--- config.mk ---
export PLATFORM = sky130hd
export DESIGN_NAME = checked_command_exchange_unit
export DESIGN_NICKNAME = d
export VERILOG_FILES = /design/src/design/cce_pkg.sv /design/src/design/cce_regs.sv /design/src/design/cce_core.sv /design/src/design/cce_out_fifo.sv /design/src/design/checked_command_exchange_unit.sv
export SDC_FILE = /design/constraint.sdc
export NUM_CORES = 1
export LEC_CHECK = 0
export ABC_CLOCK_PERIOD_IN_PS = 5000
export BUFFER_PORTS_ARGS = -buffer_cell sky130_fd_sc_hd__buf_2
export CORE_MARGIN = 1.5
export CORE_UTILIZATION = 45
export DETAILED_ROUTE_END_ITERATION = 12
export PLACE_DENSITY = 0.63
export SLEW_MARGIN = 10
export SYNTH_ARGS = -nofsm -noshare
export SYNTH_HDL_FRONTEND = slang
export SYNTH_SLANG_ARGS = --single-unit
--- constraint.sdc ---
create_clock -name clk -period 5 [get_ports clk]
set_input_delay 1 -clock clk [delete_from_list [all_inputs] [get_ports clk]]
set_output_delay 1 -clock clk [all_outputs]
set_load 0.05 [all_outputs]
--- src/design/cce_pkg.sv ---
// ---------------------------------------------------------------------------
// Checked command exchange: shared package
// Types, codes and constants used by the exchange unit modules.
// ---------------------------------------------------------------------------
package cce_pkg;

	// Response store depth and the width of the kept-byte counter.
	localparam int RESP_DEPTH = 256;
	localparam int CNT_W      = $clog2(RESP_DEPTH + 1);

	// Result queue.
	localparam int OQ_DEPTH = 4;
	localparam int OQ_PTR_W = $clog2(OQ_DEPTH);
	localparam int OQ_CNT_W = $clog2(OQ_DEPTH + 1);

	// Configuration port.
	localparam int CFG_ADDR_W = 3;
	localparam logic REG_MODE    = 1'b0;
	localparam logic REG_TIMEOUT = 1'b1;
	localparam logic [1:0]  MODE_RESET    = 2'd0;
	localparam logic [15:0] TIMEOUT_RESET = 16'd1000;

	// Input function codes.
	localparam logic [1:0] FUNC_CMD_BYTE = 2'd0;
	localparam logic [1:0] FUNC_CMD_END  = 2'd1;
	localparam logic [1:0] FUNC_RX       = 2'd2;
	localparam logic [1:0] FUNC_TICK     = 2'd3;

	// Result kinds.
	localparam logic [1:0] KIND_XMIT = 2'd0;
	localparam logic [1:0] KIND_RESP = 2'd1;
	localparam logic [1:0] KIND_DONE = 2'd2;

	// Exchange status codes.
	localparam logic [3:0] ST_OK            = 4'd0;
	localparam logic [3:0] ST_ECHO_TIMEOUT  = 4'd1;
	localparam logic [3:0] ST_ECHO_EXTRA    = 4'd2;
	localparam logic [3:0] ST_ECHO_BAD      = 4'd3;
	localparam logic [3:0] ST_RESP_TIMEOUT  = 4'd4;
	localparam logic [3:0] ST_BEL           = 4'd5;
	localparam logic [3:0] ST_BEL_EXTRA     = 4'd6;
	localparam logic [3:0] ST_OVERFLOW      = 4'd7;
	localparam logic [3:0] ST_SUM_TIMEOUT   = 4'd8;
	localparam logic [3:0] ST_SUM_EXTRA     = 4'd9;
	localparam logic [3:0] ST_SUM_BAD       = 4'd10;

	// Cancel handshake outcomes.
	localparam logic [2:0] CAN_NONE    = 3'd0;
	localparam logic [2:0] CAN_ECHOED  = 3'd1;
	localparam logic [2:0] CAN_TIMEOUT = 3'd2;
	localparam logic [2:0] CAN_EXTRA   = 3'd3;
	localparam logic [2:0] CAN_WRONG   = 3'd4;

	// Line characters.
	localparam logic [7:0] CH_SO  = 8'h0E;
	localparam logic [7:0] CH_CR  = 8'h0D;
	localparam logic [7:0] CH_ACK = 8'h06;
	localparam logic [7:0] CH_BEL = 8'h07;
	localparam logic [7:0] CH_CAN = 8'h18;
	localparam logic [7:0] CH_MSB = 8'h80;

	typedef enum logic [5:0] {
		PH_IDLE   = 6'b000001,
		PH_CMD    = 6'b000010,
		PH_ECHO   = 6'b000100,
		PH_RESP   = 6'b001000,
		PH_SUM    = 6'b010000,
		PH_CANCEL = 6'b100000
	} phase_t;

	typedef struct packed {
		logic [1:0] kind;
		logic [7:0] out_byte;
		logic [3:0] status;
		logic [2:0] cancel_result;
		logic [8:0] response_length;
		logic       last;
	} result_t;

	// Up to two results produced by one transaction.
	typedef struct packed {
		logic [1:0] num;
		result_t    r0;
		result_t    r1;
	} push_t;

	function automatic result_t mk_result(input logic [1:0] kind, input logic [7:0] byte_val,
			input logic [3:0] st, input logic [2:0] cres, input logic [8:0] len);
		result_t r;
		r.kind            = kind;
		r.out_byte        = byte_val;
		r.status          = st;
		r.cancel_result   = cres;
		r.response_length = len;
		r.last            = 1'b0;
		return r;
	endfunction

endpackage

--- src/design/cce_regs.sv ---
// ---------------------------------------------------------------------------
// Checked command exchange: configuration registers
// APB-style register file holding the checksum mode and the timeout.
// ---------------------------------------------------------------------------
module cce_regs (
	input  logic                           clk,
	input  logic                           arst_n,
	input  logic                           psel,
	input  logic                           penable,
	input  logic                           pwrite,
	input  logic [cce_pkg::CFG_ADDR_W-1:0] paddr,
	input  logic [31:0]                    pwdata,
	output logic [31:0]                    prdata,
	output logic                           pready,
	output logic [1:0]                     checksum_mode,
	output logic [15:0]                    timeout_ticks
);
	import cce_pkg::*;

	logic [1:0]  mode_q;
	logic [15:0] timeout_q;
	logic        reg_sel;
	logic        wr_en;

	assign pready  = 1'b1;
	assign reg_sel = paddr[2];
	assign wr_en   = psel & penable & pwrite & pready;

	always_ff @(posedge clk or negedge arst_n) begin
		if (!arst_n) begin
			mode_q    <= MODE_RESET;
			timeout_q <= TIMEOUT_RESET;
		end else if (wr_en) begin
			unique case (reg_sel)
				REG_MODE:    mode_q    <= pwdata[1:0];
				REG_TIMEOUT: timeout_q <= pwdata[15:0];
			endcase
		end
	end

	always_comb begin
		unique case (reg_sel)
			REG_MODE:    prdata = {30'd0, mode_q};
			REG_TIMEOUT: prdata = {16'd0, timeout_q};
		endcase
	end

	assign checksum_mode = mode_q;
	assign timeout_ticks = timeout_q;

endmodule

--- src/design/cce_core.sv ---
// ---------------------------------------------------------------------------
// Checked command exchange: exchange engine
// Input register, exchange state and the per-transaction next-state logic.
// ---------------------------------------------------------------------------
module cce_core (
	input  logic                 clk,
	input  logic                 arst_n,
	input  logic                 cmd_valid,
	output logic                 cmd_stall,
	input  logic [1:0]           func,
	input  logic [7:0]           data_byte,
	input  logic                 more_queued,
	input  logic [1:0]           checksum_mode,
	input  logic [15:0]          timeout_ticks,
	input  logic                 room,
	output cce_pkg::push_t       push
);
	import cce_pkg::*;

	// Input stage.
	logic        s1_valid_q;
	logic [1:0]  func_s1;
	logic [7:0]  data_s1;
	logic        mq_s1;
	logic        fire;
	logic        accept;

	// Exchange state.
	phase_t           phase_q, phase_d;
	logic [7:0]       sum_q, sum_d;
	logic [CNT_W-1:0] cnt_q, cnt_d;
	logic [15:0]      prev_q, prev_d;
	logic [15:0]      wait_q, wait_d;
	logic [3:0]       held_q, held_d;

	// Working values.
	logic [CNT_W-1:0] cnt_inc;
	logic [15:0]      prev_shift;
	logic [15:0]      wait_inc;
	logic [15:0]      limit;
	logic [7:0]       base_sum;

	logic       pre_valid;
	logic       do_xmit;
	logic       do_cancel;
	logic       do_finish;
	logic [7:0] xmit_byte;
	logic [3:0] act_status;
	logic [2:0] act_cres;
	result_t    pre_res;
	result_t    act_res;

	assign fire      = s1_valid_q & room;
	assign cmd_stall = s1_valid_q & ~room;
	assign accept    = cmd_valid & ~cmd_stall;

	always_ff @(posedge clk or negedge arst_n) begin
		if (!arst_n) begin
			s1_valid_q <= 1'b0;
		end else if (accept) begin
			s1_valid_q <= 1'b1;
		end else if (fire) begin
			s1_valid_q <= 1'b0;
		end
	end

	always_ff @(posedge clk) begin
		if (accept) begin
			func_s1 <= func;
			data_s1 <= data_byte;
			mq_s1   <= more_queued;
		end
	end

	assign cnt_inc    = cnt_q + CNT_W'(1);
	assign prev_shift = {prev_q[7:0], data_s1};
	assign wait_inc   = (wait_q != 16'hFFFF) ? (wait_q + 16'd1) : wait_q;
	assign limit      = (timeout_ticks == 16'd0) ? 16'd1 : timeout_ticks;
	assign base_sum   = (phase_q == PH_IDLE) ? 8'd0 : sum_q;

	always_comb begin
		phase_d    = phase_q;
		sum_d      = sum_q;
		cnt_d      = cnt_q;
		prev_d     = prev_q;
		wait_d     = wait_q;
		held_d     = held_q;
		pre_valid  = 1'b0;
		do_xmit    = 1'b0;
		do_cancel  = 1'b0;
		do_finish  = 1'b0;
		xmit_byte  = 8'd0;
		act_status = ST_OK;
		act_cres   = CAN_NONE;

		if (fire) begin
			unique case (func_s1)
				FUNC_CMD_BYTE, FUNC_CMD_END: begin
					if (phase_q == PH_IDLE || phase_q == PH_CMD) begin
						// A new command clears what the last exchange left.
						if (phase_q == PH_IDLE) begin
							cnt_d   = '0;
							prev_d  = 16'd0;
							held_d  = ST_OK;
							wait_d  = 16'd0;
							phase_d = PH_CMD;
						end
						do_xmit = 1'b1;
						if (func_s1 == FUNC_CMD_BYTE) begin
							sum_d     = checksum_mode[0] ? (base_sum ^ data_s1)
							                             : (base_sum + data_s1);
							xmit_byte = data_s1;
						end else begin
							sum_d     = checksum_mode[1] ? (base_sum | CH_MSB) : base_sum;
							phase_d   = PH_ECHO;
							wait_d    = 16'd0;
							xmit_byte = CH_SO;
						end
					end
				end
				FUNC_RX: begin
					wait_d = 16'd0;
					unique case (phase_q)
						PH_ECHO: begin
							if (mq_s1) begin
								do_cancel  = 1'b1;
								act_status = ST_ECHO_EXTRA;
							end else if (data_s1 != sum_q) begin
								do_cancel  = 1'b1;
								act_status = ST_ECHO_BAD;
							end else begin
								phase_d   = PH_RESP;
								cnt_d     = '0;
								prev_d    = 16'd0;
								do_xmit   = 1'b1;
								xmit_byte = CH_CR;
							end
						end
						PH_RESP: begin
							if (cnt_q == '0 && data_s1 == CH_BEL) begin
								// A leading BEL is not kept.
								if (mq_s1) begin
									do_cancel  = 1'b1;
									act_status = ST_BEL_EXTRA;
								end else begin
									do_finish  = 1'b1;
									act_status = ST_BEL;
								end
							end else if (cnt_q == '0 && data_s1 == CH_ACK) begin
								pre_valid = 1'b1;
								cnt_d     = CNT_W'(1);
								prev_d    = {8'd0, data_s1};
								phase_d   = PH_SUM;
							end else begin
								pre_valid = 1'b1;
								cnt_d     = cnt_inc;
								prev_d    = prev_shift;
								if (cnt_inc >= CNT_W'(RESP_DEPTH)) begin
									do_finish  = 1'b1;
									act_status = ST_OVERFLOW;
								end else if (cnt_inc >= CNT_W'(4) && prev_q[15:8] == CH_CR &&
										data_s1 == CH_ACK) begin
									phase_d = PH_SUM;
								end
							end
						end
						PH_SUM: begin
							pre_valid = 1'b1;
							cnt_d     = cnt_inc;
							prev_d    = prev_shift;
							if (mq_s1) begin
								do_cancel  = 1'b1;
								act_status = ST_SUM_EXTRA;
							end else if (data_s1 != sum_q) begin
								do_cancel  = 1'b1;
								act_status = ST_SUM_BAD;
							end else begin
								do_finish  = 1'b1;
								act_status = ST_OK;
							end
						end
						PH_CANCEL: begin
							do_finish  = 1'b1;
							act_status = held_q;
							if (mq_s1) begin
								act_cres = CAN_EXTRA;
							end else if (data_s1 == CH_CAN) begin
								act_cres = CAN_ECHOED;
							end else begin
								act_cres = CAN_WRONG;
							end
						end
						default: begin
						end
					endcase
				end
				FUNC_TICK: begin
					if (phase_q == PH_ECHO || phase_q == PH_RESP || phase_q == PH_SUM ||
							phase_q == PH_CANCEL) begin
						if (wait_inc >= limit) begin
							unique case (phase_q)
								PH_ECHO: begin
									do_cancel  = 1'b1;
									act_status = ST_ECHO_TIMEOUT;
								end
								PH_RESP: begin
									do_cancel  = 1'b1;
									act_status = ST_RESP_TIMEOUT;
								end
								PH_SUM: begin
									do_cancel  = 1'b1;
									act_status = ST_SUM_TIMEOUT;
								end
								default: begin
									do_finish  = 1'b1;
									act_status = held_q;
									act_cres   = CAN_TIMEOUT;
								end
							endcase
						end else begin
							wait_d = wait_inc;
						end
					end
				end
			endcase
		end

		// Closing actions shared by every path.
		if (do_cancel) begin
			held_d  = act_status;
			phase_d = PH_CANCEL;
			wait_d  = 16'd0;
		end
		if (do_finish) begin
			phase_d = PH_IDLE;
			wait_d  = 16'd0;
		end
	end

	always_comb begin
		pre_res = mk_result(KIND_RESP, data_s1, ST_OK, CAN_NONE, 9'd0);
		if (do_cancel) begin
			act_res = mk_result(KIND_XMIT, CH_CAN, ST_OK, CAN_NONE, 9'd0);
		end else if (do_finish) begin
			act_res = mk_result(KIND_DONE, 8'd0, act_status, act_cres, 9'(cnt_d));
		end else begin
			act_res = mk_result(KIND_XMIT, xmit_byte, ST_OK, CAN_NONE, 9'd0);
		end

		push    = '0;
		push.r1 = act_res;
		if (pre_valid) begin
			push.r0 = pre_res;
			if (do_xmit || do_cancel || do_finish) begin
				push.num     = 2'd2;
				push.r1.last = 1'b1;
			end else begin
				push.num     = 2'd1;
				push.r0.last = 1'b1;
			end
		end else begin
			push.r0 = act_res;
			if (do_xmit || do_cancel || do_finish) begin
				push.num     = 2'd1;
				push.r0.last = 1'b1;
			end
		end
	end

	always_ff @(posedge clk or negedge arst_n) begin
		if (!arst_n) begin
			phase_q <= PH_IDLE;
			sum_q   <= 8'd0;
			cnt_q   <= '0;
			prev_q  <= 16'd0;
			wait_q  <= 16'd0;
			held_q  <= ST_OK;
		end else begin
			phase_q <= phase_d;
			sum_q   <= sum_d;
			cnt_q   <= cnt_d;
			prev_q  <= prev_d;
			wait_q  <= wait_d;
			held_q  <= held_d;
		end
	end

endmodule

--- src/design/cce_out_fifo.sv ---
// ---------------------------------------------------------------------------
// Checked command exchange: result queue
// Small queue that takes up to two results a cycle and hands out one.
// ---------------------------------------------------------------------------
module cce_out_fifo (
	input  logic             clk,
	input  logic             arst_n,
	input  cce_pkg::push_t   push,
	input  logic             pop,
	output cce_pkg::result_t head,
	output logic             not_empty,
	output logic             room
);
	import cce_pkg::*;

	result_t              mem_q [OQ_DEPTH];
	logic [OQ_PTR_W-1:0]  wr_q;
	logic [OQ_PTR_W-1:0]  rd_q;
	logic [OQ_CNT_W-1:0]  count_q;
	logic [OQ_PTR_W-1:0]  wr_next;

	assign wr_next   = wr_q + OQ_PTR_W'(1);
	assign not_empty = (count_q != '0);
	// Space for the two results a single transaction may produce.
	assign room      = (count_q <= OQ_CNT_W'(OQ_DEPTH - 2));
	assign head      = mem_q[rd_q];

	always_ff @(posedge clk) begin
		if (push.num != 2'd0) begin
			mem_q[wr_q] <= push.r0;
		end
		if (push.num == 2'd2) begin
			mem_q[wr_next] <= push.r1;
		end
	end

	always_ff @(posedge clk or negedge arst_n) begin
		if (!arst_n) begin
			wr_q    <= '0;
			rd_q    <= '0;
			count_q <= '0;
		end else begin
			wr_q    <= wr_q + OQ_PTR_W'(push.num);
			rd_q    <= rd_q + OQ_PTR_W'(pop);
			count_q <= count_q + OQ_CNT_W'(push.num) - OQ_CNT_W'(pop);
		end
	end

endmodule

--- src/design/checked_command_exchange_unit.sv ---
// ---------------------------------------------------------------------------
// Checked command exchange unit
// Each input transaction is registered in the input stage, and its results in
// the result queue before they show. Throughput: one input transaction per
// cycle; results leave one at a time, and the input stalls once the result
// queue cannot take two more. Reset (arst_n low) returns the exchange to
// idle, empties the queue and loads checksum mode 0 and timeout 1000.
// ---------------------------------------------------------------------------
module checked_command_exchange_unit (
	input  logic                           clk,
	input  logic                           arst_n,
	// Event channel: command bytes, command end, line bytes and ticks.
	input  logic                           cmd_valid,
	output logic                           cmd_stall,
	input  logic [1:0]                     func,
	input  logic [7:0]                     data_byte,
	input  logic                           more_queued,
	// Result channel.
	output logic                           res_valid,
	input  logic                           res_stall,
	output logic [1:0]                     kind,
	output logic [7:0]                     out_byte,
	output logic [3:0]                     status,
	output logic [2:0]                     cancel_result,
	output logic [8:0]                     response_length,
	output logic                           last,
	// Configuration port.
	input  logic                           psel,
	input  logic                           penable,
	input  logic                           pwrite,
	input  logic [cce_pkg::CFG_ADDR_W-1:0] paddr,
	input  logic [31:0]                    pwdata,
	output logic [31:0]                    prdata,
	output logic                           pready
);
	import cce_pkg::*;

	logic [1:0]  checksum_mode;
	logic [15:0] timeout_ticks;
	logic        room;
	logic        pop;
	push_t       push;
	result_t     head;

	// Register 0 (byte address 0) holds the checksum mode, register 1 (byte
	// address 4) the tick limit for each awaited line byte. The user must rewrite
	// both only while no exchange is in progress; the block does not enforce it.
	cce_regs u_regs (
		.clk           (clk),
		.arst_n        (arst_n),
		.psel          (psel),
		.penable       (penable),
		.pwrite        (pwrite),
		.paddr         (paddr),
		.pwdata        (pwdata),
		.prdata        (prdata),
		.pready        (pready),
		.checksum_mode (checksum_mode),
		.timeout_ticks (timeout_ticks)
	);

	// The engine registers each accepted transaction, then, once the queue has
	// room, updates the exchange state and pushes its zero, one or two results into
	// the queue. It only retires a transaction when the queue has space for
	// two results, so nothing is ever dropped. A response byte followed by a
	// CAN or by the done report is the two-result case.
	cce_core u_core (
		.clk           (clk),
		.arst_n        (arst_n),
		.cmd_valid     (cmd_valid),
		.cmd_stall     (cmd_stall),
		.func          (func),
		.data_byte     (data_byte),
		.more_queued   (more_queued),
		.checksum_mode (checksum_mode),
		.timeout_ticks (timeout_ticks),
		.room          (room),
		.push          (push)
	);

	// The queue decouples the engine from a stalled consumer: new input
	// transactions keep flowing while earlier results wait, until the queue lacks room for two.
	cce_out_fifo u_fifo (
		.clk       (clk),
		.arst_n    (arst_n),
		.push      (push),
		.pop       (pop),
		.head      (head),
		.not_empty (res_valid),
		.room      (room)
	);

	assign pop = res_valid & ~res_stall;

	assign kind            = head.kind;
	assign out_byte        = head.out_byte;
	assign status          = head.status;
	assign cancel_result   = head.cancel_result;
	assign response_length = head.response_length;
	assign last            = head.last;

endmodule

# After elaboration in Yosys (flattened, before gate mapping)
# Memory sizes are Yosys's and may differ from the RTL's.
# Index checks and enable logic that the tools add are counted.
[word_totals]
register_bits = 96
ramBits = 108
in_bits = 53
out_inout_bits = 62
memories = 1
[memory_table]
columns = ["memory", "depth", "word_bits", "rd", "rd_clocked_by_memory_dff", "wr", "line", "source"]
rows = [
  ["u_fifo.mem_q", 4, 27, 1, 0, 2, "cce_out_fifo.sv:16", "result_t mem_q [OQ_DEPTH];"],
]
[classes]
n_addsub = 8
magnitude_cmp = 4
eq_ne = 32
n_mux = 124
bitwise = 11
n_reduce_logical = 33
[op_table]
columns = ["op", "n"]
rows = [
  ["2-to-1 mux 16 bit", 15],
  ["case mux 16 bit (3 select lines)", 2],
  ["2-to-1 mux 6 bit", 12],
  ["2-to-1 mux 8 bit", 9],
  ["case mux 32 bit (2 select lines)", 1],
  ["2-to-1 mux 9 bit", 7],
  ["2-to-1 mux 4 bit", 14],
  ["2-to-1 mux 27 bit", 2],
  ["2-to-1 mux 1 bit", 34],
  ["case mux 16 bit (2 select lines)", 1],
  ["2-to-1 mux 29 bit", 1],
  ["case mux 9 bit (3 select lines)", 1],
  ["case mux 6 bit (2 select lines)", 2],
  ["2-to-1 mux 3 bit", 7],
  ["case mux 9 bit (2 select lines)", 1],
  ["adder 16 x 1 -> 16 bit (second input constant)", 1],
  ["== test 8 x 3 -> 1 bit (second input constant)", 2],
  [">= comparator 16 bit", 1],
  ["logical NOT 16 bit", 1],
  ["inequality test 16 bit (second input constant)", 1],
  ["case mux 4 bit (4 select lines)", 1],
  ["case mux 8 bit (2 select lines)", 1],
  ["nonzero test 2 bit", 7],
  ["inequality test 4 x 1 -> 1 bit (second input constant)", 3],
  ["53 further kinds", 85],
]

# Longest topological paths before layout
[logic_depth]
word_depth = 15
depth_mapped = 26
mapped_depth_nobuf = 23

# Cells and area by module
# Synthesis repeated with hierarchy kept, for this count alone.
[unflattened]
cells_unflattened = 1045
hier_area_um2 = 12036.5
[modules_own_cells]
columns = ["module", "instances", "cells_each", "area_each_um2", "seq_area_each_um2"]
rows = [
  ["cce_out_fifo", 1, 299, 5622.9, 3418.3],
  ["cce_core", 1, 669, 5400.2, 1833.0],
  ["cce_regs", 1, 76, 999.7, 457.9],
  ["checked_command_exchange_unit", 1, 1, 13.8, 0.0],
]

# Least setup slack after synthesis
# Ideal clock, no wire load.
[synth_path]
path_kind = "register to register"
start = "reg u_core.wait_q[3]"
end = "mem u_fifo.mem_q[2][22] (netlist name) (data pin)"
setup_ps = 262
t_arrival_ps = 4866
t_required_ps = 4738
setup_slack_ps = -127
stages_incl_launch_ff = 25
n_path_buf = 2
period_less_slack_ps = 5127
cell_sequence = "dfrtp_1 clkbuf_1 nand4_1 nor3_1 and3_1 nand2_1 nand2b_1 buf_2 nor2_1 xor2_1 ha_1 a2111oi_0 o21ai_0 nand2_1 a21oi_1 a21oi_2 a31oi_4 nor2_1 ha_1 inv_1 and3_1 nor2_1 inv_1 a21oi_1 nor2b_1"
[synth_rtl]
columns = ["element", "line", "source"]
rows = [
  ["start: declaration", "cce_core.sv:33", "logic [15:0] wait_q, wait_d;"],
  ["start signal: assignment", "cce_core.sv:283", "wait_q <= wait_d;"],
  ["end: declaration", "cce_out_fifo.sv:16", ""],
]

==> results.yml <==
status:
  status: "completed"
floorplanning:
  rows: 57
  die_h_um: 160.3
  io_pins: 115
  coreArea_um2: 24320
  start_util: 0.4580
  design.die.area_um2: 25700
  die_width_um: 160.3
synth:
  yosys_warnings: 0
  synthArstFlopShare: 0.4167
  synth_seq_cells: 204
  avgSynthCellArea_um2: 10.64
  syn_area_um2: 11140
  synth-edff-count: 115
  synth.yosys.seq_area_share: 0.5090
  synth_ff_type: "edfxtp_1"
  syn_inst: 1047
  synth_cell_types: 80
setup_path:
  critPathKind: "register to register"
  worstPathMaxFanout: 6
  critPathLaunchType: "register"
  arrival_ns: 4.91
  cp.required_ns: 5.28
  cp-end-kind: "register"
timing:
  rsz0062_at_grt: "false"
  clock_skew_ns: 0.01269
  tns_ns: 0
  fmaxAchievable_mhz: 216.2
  finalCriticalPeriod_ns: 4.626
  slew_headroom: 0.3426
  report.final.slew_viol_count: 0
  setup_violations: 0
  tightest_slew_ns: 0.9861
  post-route-period-util: 0.9252
  finalHoldViolCount: 0
route:
  wire_per_inst_um: 17.25
  dr.pass1.iters: 5
  viasPerCell: 5.450
  finalWirelength_um: 25580
  antenna_left: 0
  drt_iter0_drc: 567
  dr_total_vias: 8083
  drc: 0
cells_and_area:
  num_antenna_cells: 0
  layout_commonest_cell: "nor2_1"
  multi_input_area_um2: 5006
  regArea_um2: 5670
  drive_above_1_share: 0.2140
  fin_nets: 1230
  fillers: 2180
  stdcell_area_um2: 12780
  layout_common_cells: "nor2_1, edfxtp_1, nand2_1"
  area_delta_synth_final_pct: 14.74
  final_cells: 1483
pwr:
  irDropWorstVdd_mv: 0.2493
  power_per_cell_area_nw_per_um2: 473.7
  finalPower_mw: 6.053
  p_comb_frac: 0.337
  netSwitchingPower_mw: 2.346
  leakagePower_nw: 5.052
  p_int_mw: 3.707
  swShare: 0.3876
  clkPwrFrac: 0.278
  power_frac_seq: 0.384
hold_path:
  worstHoldPathType: "input pin to async pin"
grt:
  track_usage: 0.1999
  grt-ovfl-total: 0
  grt_first_pass_wirelength_um: 41400
  grt_max_degree: 46
  grt_pass1_vias: 7966
  antenna_found_initial: 0
clock_tree:
  cts_hold_buf: 0
  path_clk_slew_ns: 0.06
  htree_num_levels: 1
  cts_tree: "done"
  cts_num_sinks: 204
  clock_latency_ns: 0.53
  cts_root_buf: "clkbuf_16"
  cts_buffers: 23
  clock_path_buffers: 3
placed_design:
  globalplace.congestion: 0.8851
  dpl-instance-area_um2: 11970
  hpwl_um: 18270
  port_buffers: 79
  placedCellCount: 1439
job:
  cap_violations: 0
## registers in the layout, indices dropped and copies added (netlist names)
name,cells
u_regs.timeout_ticks,16
u_fifo.rd_q,2
u_core.sum_q,8
u_core.phase_q,6
u_core.mq_s1,1
u_core.prev_q,16
u_fifo.count_q,3
u_fifo.mem_q,108
u_regs.checksum_mode,2
u_core.data_s1,8
u_core.s1_valid_q,1
u_fifo.wr_q,2
u_core.wait_q,16
u_core.func_s1,2
u_core.cnt_q,9
u_core.held_q,4
## critical path, cell delays in order (launching register included)
cell,delay (ns)
dfrtp_1,0.42
nand4_1,0.16
nor3_2,0.23
and3_1,0.21
nand2_1,0.12
nand2b_2,0.17
buf_4,0.15
nor2_1,0.05
xnor2_1,0.22
ha_1,0.29
a21oi_1,0.16
nand2_1,0.08
nor3_2,0.16
a21oi_2,0.14
a21oi_2,0.23
a31oi_4,0.12
nor2_1,0.22
ha_1,0.31
inv_1,0.09
and3_1,0.22
nor2_2,0.18
clkinvlp_4,0.18
a21oi_2,0.20
nor2b_1,0.07
## cell usage after synthesis (11+ instances only)
cell type,instances,area share
edfxtp_1,115,0.31
nor2b_1,16,0.0090
inv_1,56,0.019
mux4_2,27,0.055
nor3_1,27,0.012
xor2_1,15,0.012
xnor2_1,18,0.014
nand2b_1,12,0.0067
clkbuf_1,24,0.0081
a21o_1,15,0.010
nand3_1,21,0.0094
o21ai_0,69,0.031
mux2_2,22,0.022
and2_1,30,0.017
ha_1,33,0.037
nand4_1,11,0.0062
nand2_1,103,0.035
buf_4,19,0.013
a21oi_1,54,0.024
dfrtp_1,78,0.18
nor2_1,117,0.039
## what timing repair did
| item | 4_1_cts | 5_1_grt |
|---|---|---|
| endpoints found under the setup margin | 0 | 202 |
| gates resized for setup | 0 | 8 |
| setup buffers | 0 | 2 |
## metrics by stage
step | setup slack (ns) | util | hold WS (ns)
global route | 0.01181 | 0.5255 | 0.4990
detailed placement | 0.1036 | 0.4923 | 0.4431
global placement | 0.1768 | 0.4923 | 0.4370
finish | 0.3742 | 0.5255 | 0.4669
floorplan | 0.05449 | - | 0.4211
CTS | 0.07029 | 0.5236 | 0.4629
## metal layers
metal  vias up  GRT usage  wire (um)
met3        43    0.02557       1217
met5         -          0          0
li1       3908          -          -
met1      3892     0.2803      11810
met2       240     0.3259      11930
met4         0    0.06117        630
## power by group through the flow
stage	clock network, mW	registers, mW	logic [mW]
finish	1.69	2.33	2.04
global route	1.78	2.37	2.21
CTS	1.72	2.33	2.05
detailed placement	0	2.36	2.03
global placement	0	2.35	2.00
floorplan	0	2.11	1.80
## cell type report
cell class,instances,area share
Timing Repair Buffer,115,0.05620
Sequential cell,204,0.4437
Inverter,57,0.01704
Multi-Input combinational cell,741,0.3917
Clock buffer,32,0.05081
Tap cell,324,0.03172
Clock inverter,10,0.008811
## path summary, 6_finish.rpt
| path | startpoint | end | slack, ns | cells past startpoint |
|---|---|---|---|---|
| min in group clk | u_fifo.mem_q[3][25]$_SDFFE_PP0P_ | u_fifo.mem_q[3][25]$_SDFFE_PP0P_ | 0.47 | 1 |
| max in group asynchronous | arst_n | u_regs.timeout_ticks[9]$_DFFE_PN1P_ | 3.51 | 2 |
| hold reg to reg | u_fifo.mem_q[3][25]$_SDFFE_PP0P_ | u_fifo.mem_q[3][25]$_SDFFE_PP0P_ | 0.47 | 1 |
| setup / recovery | u_core.wait_q[5]$_DFFE_PN0P_ | u_fifo.mem_q[2][24]$_DFFE_PP_ | 0.37 | 23 |
| hold / removal | arst_n | u_fifo.rd_q[1]$_DFF_PN0_ | 0.47 | 1 |
| setup reg to reg | u_core.wait_q[5]$_DFFE_PN0P_ | u_fifo.mem_q[2][24]$_DFFE_PP_ | 0.37 | 23 |
## kinds of logic after synthesis
kind of cell    Yosys count  synth area share
mux                      52           0.07953
compound gates          207            0.1195
xor+xnor                 33           0.02595
other cells               2         0.0006743
buf+inv                 117           0.05033
flops                   204            0.5090
fa+ha+maj                35           0.04067
simple gates            397            0.1743
Note: power is estimated with default switching activity, not from simulation.
